File: config.mk
export PLATFORM = sky130hd
export DESIGN_NAME = sbf_blend_unit
export DESIGN_NICKNAME = d
export VERILOG_FILES = /design/src/sbf_pkg.sv /design/src/sbf_blend_unit.sv
export SDC_FILE = /design/constraint.sdc
export NUM_CORES = 1
export LEC_CHECK = 0
export BUFFER_PORTS_ARGS = -buffer_cell sky130_fd_sc_hd__buf_2
export CAP_MARGIN = 0
export CORE_ASPECT_RATIO = 0.9
export CORE_MARGIN = 2
export CORE_UTILIZATION = 59
export DETAILED_ROUTE_END_ITERATION = 8
export PLACE_DENSITY = 0.84
export SLEW_MARGIN = 25
export SYNTH_ARGS = -nofsm -noshare
export SYNTH_HDL_FRONTEND = slang
export SYNTH_SLANG_ARGS = --single-unit
File: constraint.sdc
create_clock -name vclk -period 11.4
set_clock_uncertainty 0.2 [all_clocks]
set_input_delay 2.28 -clock vclk [all_inputs]
set_output_delay 2.28 -clock vclk [all_outputs]
set_load 0.03 [all_outputs]
File: src/sbf_pkg.sv
// Shared types, codes and helper functions of the ARGB surface blend/fill engine.
package sbf_pkg;

  localparam int DEF_MAX_WIDTH  = 256;
  localparam int DEF_MAX_HEIGHT = 256;
  localparam int SURFACE_RESET  = 256;

  localparam int CFG_IDX_W   = 2;
  localparam int CFG_DATA_W  = 9;
  localparam int COLOR_W     = 32;
  localparam int ALPHA_LSB   = 24;

  localparam logic [7:0] ALPHA_OPAQUE = 8'hFF;
  localparam logic [7:0] ALPHA_CLEAR  = 8'h00;

  localparam logic [CFG_IDX_W-1:0] CFG_SURFACE_WIDTH  = 2'd0;
  localparam logic [CFG_IDX_W-1:0] CFG_SURFACE_HEIGHT = 2'd1;

  localparam logic [2:0] MODE_CLEAR       = 3'd0;
  localparam logic [2:0] MODE_SET_PIXEL   = 3'd1;
  localparam logic [2:0] MODE_BLEND_PIXEL = 3'd2;
  localparam logic [2:0] MODE_BLEND_RECT  = 3'd3;
  localparam logic [2:0] MODE_READ_PIXEL  = 3'd4;

  typedef struct packed {
    logic [2:0]         mode;
    logic signed [15:0] x_pos;
    logic signed [15:0] y_pos;
    logic signed [15:0] rect_width;
    logic signed [15:0] rect_height;
    logic [31:0]        color;
  } in_item_t;

  typedef struct packed {
    logic [31:0] read_color;
    logic [2:0]  done_mode;
  } out_item_t;

  typedef enum logic [1:0] {
    OP_NONE,
    OP_WRITE,
    OP_BLEND,
    OP_READ
  } sbf_op_t;

  typedef enum logic [2:0] {
    ST_INIT,
    ST_IDLE,
    ST_SETUP,
    ST_RD,
    ST_WR,
    ST_FIN
  } sbf_state_t;

  // Exact floor(v / 255) for v <= 65025.
  function automatic logic [7:0] div255(input logic [15:0] v);
    logic [16:0] t;
    t = 17'(v) + 17'(1) + 17'(v[15:8]);
    return t[15:8];
  endfunction

endpackage

File: src/sbf_blend_unit.sv
// Shared source-over blend datapath for one pixel (partial alpha only).
module sbf_blend_unit (
  input  logic [31:0] src_color,
  input  logic [31:0] dst_color,
  output logic [31:0] mix_color
);
  import sbf_pkg::*;

  logic [7:0]  alpha;
  logic [7:0]  inv_alpha;
  logic [15:0] src_term [3];
  logic [15:0] dst_term [3];
  logic [16:0] sum      [3];
  logic [7:0]  chan     [3];

  assign alpha     = src_color[31:ALPHA_LSB];
  assign inv_alpha = ALPHA_OPAQUE - alpha;

  always_comb begin
    for (int c = 0; c < 3; c++) begin
      src_term[c] = 16'(src_color[8*c +: 8]) * 16'(alpha);
      dst_term[c] = 16'(dst_color[8*c +: 8]) * 16'(inv_alpha);
      sum[c]      = 17'(src_term[c]) + 17'(dst_term[c]);
      chan[c]     = div255(sum[c][15:0]);
    end
  end

  assign mix_color = {ALPHA_OPAQUE, chan[2], chan[1], chan[0]};

endmodule

==> impl_metrics.py <==
metrics = {
    "floorplan": {
        "design.core.area_sq_um": 24300,
        "row_count": 54,
        "io_pins": 96,
        "dieArea_sq_um": 26000,
        "fp.dieH_um": 153,
        "initial_core_util_pct": 60.2,
        "die_x_um": 170,
    },
    "final_layout": {
        "nets": 2449,
        "area_delta_synth_final_pct": 19.8,
        "seq_area_sq_um": 0,
        "clkbuf_count": 0,
        "final_cells": 2199,
        "nFlopsAndLatches": 0,
        "diodes": 0,
        "fin_area_sq_um": 17500,
        "drive_above_1_share_pct": 20.9,
    },
    "timing": {
        "setup_violations": 11,
        "period_needed_ns": 11.51,
        "slew_violations": 0,
        "relSlewSlack_pct": 59.2,
        "finalHoldViolations": 0,
        "grt_setup_unrepaired": "true",
        "max_freq_mhz": 86.9,
        "worst_pin_slew_ns": 0.610,
        "setup_slack_ns": -0.106,
        "fin_crit_sh_pct": 101,
    },
    "global_route": {
        "grtUsageTotal_pct": 27.9,
        "grt_pass1_wl_um": 60100,
        "grt_max_degree": 30,
        "overflow": 0,
        "grt_pass1_vias": 13208,
        "antenna_found_initial": 1,
    },
    "synthesis": {
        "ys_seq_area_share_pct": 0,
        "synth_top_area_cell": "fa_1",
        "syn_inst": 1688,
        "synth_area_leaders": "fa_1, ha_1, inv_1",
        "syn_area_sq_um": 14600,
        "synth_top_area_share_pct": 39.5,
        "synth_cell_types": 63,
        "yosysWarnings": 0,
        "syn_area_per_cell_sq_um": 8.65,
    },
    "worst_hold_path": {
        "min-delay-start": "src_color[0]",
        "holdPathEnd": "mix_color[0]",
        "hold_class": "in2out",
        "min_path_cells": 9,
    },
    "place": {
        "routabilityCongestion": 0.902,
        "placed_area_sq_um": 16400,
        "placed_cells": 2174,
        "portBuffers": 80,
        "place_hpwl_um": 29700,
        "dp_slack_ns": -0.362,
    },
    "status": {
        "outcome": "finished with violations",
        "violations": "setup timing",
    },
    "drt": {
        "drtAntennaViolNets": 0,
        "vias": 12106,
        "remaining_drc_errors": 0,
        "firstDrtPassIters": 7,
        "viasPerCell": 5.51,
        "routed_wl_um": 37700,
        "avgRoutedWirePerCell_um": 17.1,
        "drt_iter0_drc": 855,
    },
    "setup_path": {
        "critPathRequiredTime_ns": 8.92,
        "cpMaxStageDelayCell": "fa_1",
        "arrival_ns": 9.03,
        "setup.worst_path.class": "in2out",
        "endpoint_kind": "output pin",
        "max_stage_delay_ns": 0.53,
        "critPathLaunchType": "primary input",
        "cp_max_fo": 8,
        "startpoint": "src_color[29]",
        "path_common_cell": "fa_1",
    },
    "clocking": {
        "cts_hold_buf": 0,
    },
    "job": {
        "max_cap_viol_count": 0,
    },
}
## routing by layer
layer / GRT usage (%) / part of all wire (%) / vias to the layer above
li1: - / - / 5427
met1: 34.9 / 37 / 6037
met2: 51.9 / 53 / 522
met3: 2.90 / 7.0 / 120
met4: 6.35 / 2.9 / 0
met5: 0 / 0 / -
## Yosys cell counts (all sizes together), types with 4 or more instances
master,number
o21ai,21
or2,4
a211oi,5
nand2b,77
o31a,4
ha,204
nor2b,126
o211ai,5
a31oi,5
nand2,106
nor2,27
a21oi,41
a221o,4
xnor2,43
inv,432
o21a,7
clkbuf,43
mux2,5
buf,11
mux2i,4
and2,119
nor3b,6
fa,288
nand3,9
a21o,9
xor2,27
nor3,9
## per-stage QoR
stage	setup TNS [ns]	hold slack, ns	util (%)
6_report	-0.585	5.51	72.2
5_1_grt	-5.08	5.61	72.2
4_1_cts	-0.0491	5.52	69.0
3_5_place_dp	-5.22	5.50	67.6
3_3_place_gp	-2.04	5.48	67.6
2_1_floorplan	-0.0432	5.05	-
## worst max-delay path by stage
| stage | cells after the start | slack (ns) | end |
|---|---|---|---|
| after floorplan | 28 | -0.04 | mix_color[15] |
| after global placement | 29 | -0.18 | mix_color[14] |
| after detailed placement | 29 | -0.36 | mix_color[15] |
| after CTS | 28 | -0.03 | mix_color[10] |
| after global routing | 33 | -0.42 | mix_color[23] |
| final | 30 | -0.11 | mix_color[10] |
## area by class of cell
class | count | area, sq um
fill | 1633 | 6750
timing repair buffer | 248 | 1960
multi-input combinational | 1211 | 13500
tap | 308 | 385
inverter | 432 | 1620
## worst max-delay path: cells and delay by family
family | cells | cell delay, ns
fa+ha+maj | 9 | 3.76
xor+xnor | 2 | 0.30
simple gates | 4 | 0.46
compound gates | 8 | 1.54
buf+inv | 7 | 0.67
## layout by cell type (no fill, tap or decap), types with 6 or more instances in the layout
| master | synthesis | routed |
|---|---|---|
| conb_1 | 2 | 11 |
| xnor2_1 | 43 | 34 |
| buf_2 | 0 | 51 |
| nand3_1 | 8 | 7 |
| o21a_1 | 7 | 7 |
| ha_1 | 204 | 190 |
| nand2b_4 | 0 | 13 |
| a21oi_2 | 0 | 14 |
| buf_6 | 0 | 18 |
| nor2b_1 | 126 | 119 |
| inv_1 | 432 | 420 |
| o21ai_1 | 1 | 8 |
| buf_4 | 8 | 163 |
| fa_1 | 288 | 284 |
| buf_12 | 0 | 11 |
| xor2_1 | 27 | 16 |
| and2_1 | 119 | 113 |
| o21ai_0 | 20 | 9 |
| a21o_1 | 9 | 9 |
| nor2_1 | 27 | 20 |
| ha_4 | 0 | 11 |
| inv_2 | 0 | 12 |
| nor2b_2 | 0 | 7 |
| nor3_1 | 9 | 7 |
| a21oi_1 | 41 | 27 |
| and2_4 | 0 | 6 |
| xor2_2 | 0 | 11 |
| nand2_1 | 106 | 103 |
| xnor2_2 | 0 | 9 |
| nand2b_1 | 77 | 64 |
## timing repair
action,CTS,global route
cloned,0,1
buffers inserted,5,20
endpoints found under the setup margin,24,24
gates resized for setup,72,142
pin swaps,34,86
hold endpoints to repair,0,0
## logic make-up (layout without fill, tap and decap cells)
| family | count (synthesis) | after routing | synth area share [%] |
|---|---|---|---|
| AO/OA/AOI/OAI | 128 | 128 | 6.01 |
| AND/OR/NAND/NOR | 499 | 499 | 19.3 |
| multiplexers | 9 | 9 | 0.660 |
| other | 2 | 11 | 0.0514 |
| buffers and inverters | 486 | 680 | 12.7 |
| XOR/XNOR | 70 | 70 | 4.20 |
| adder cells (fa/ha/maj) | 494 | 494 | 57.1 |
Power is left out: the tool's default activity adds up to more than one toggle a clock period on the data nets, which glitch-free logic cannot reach.
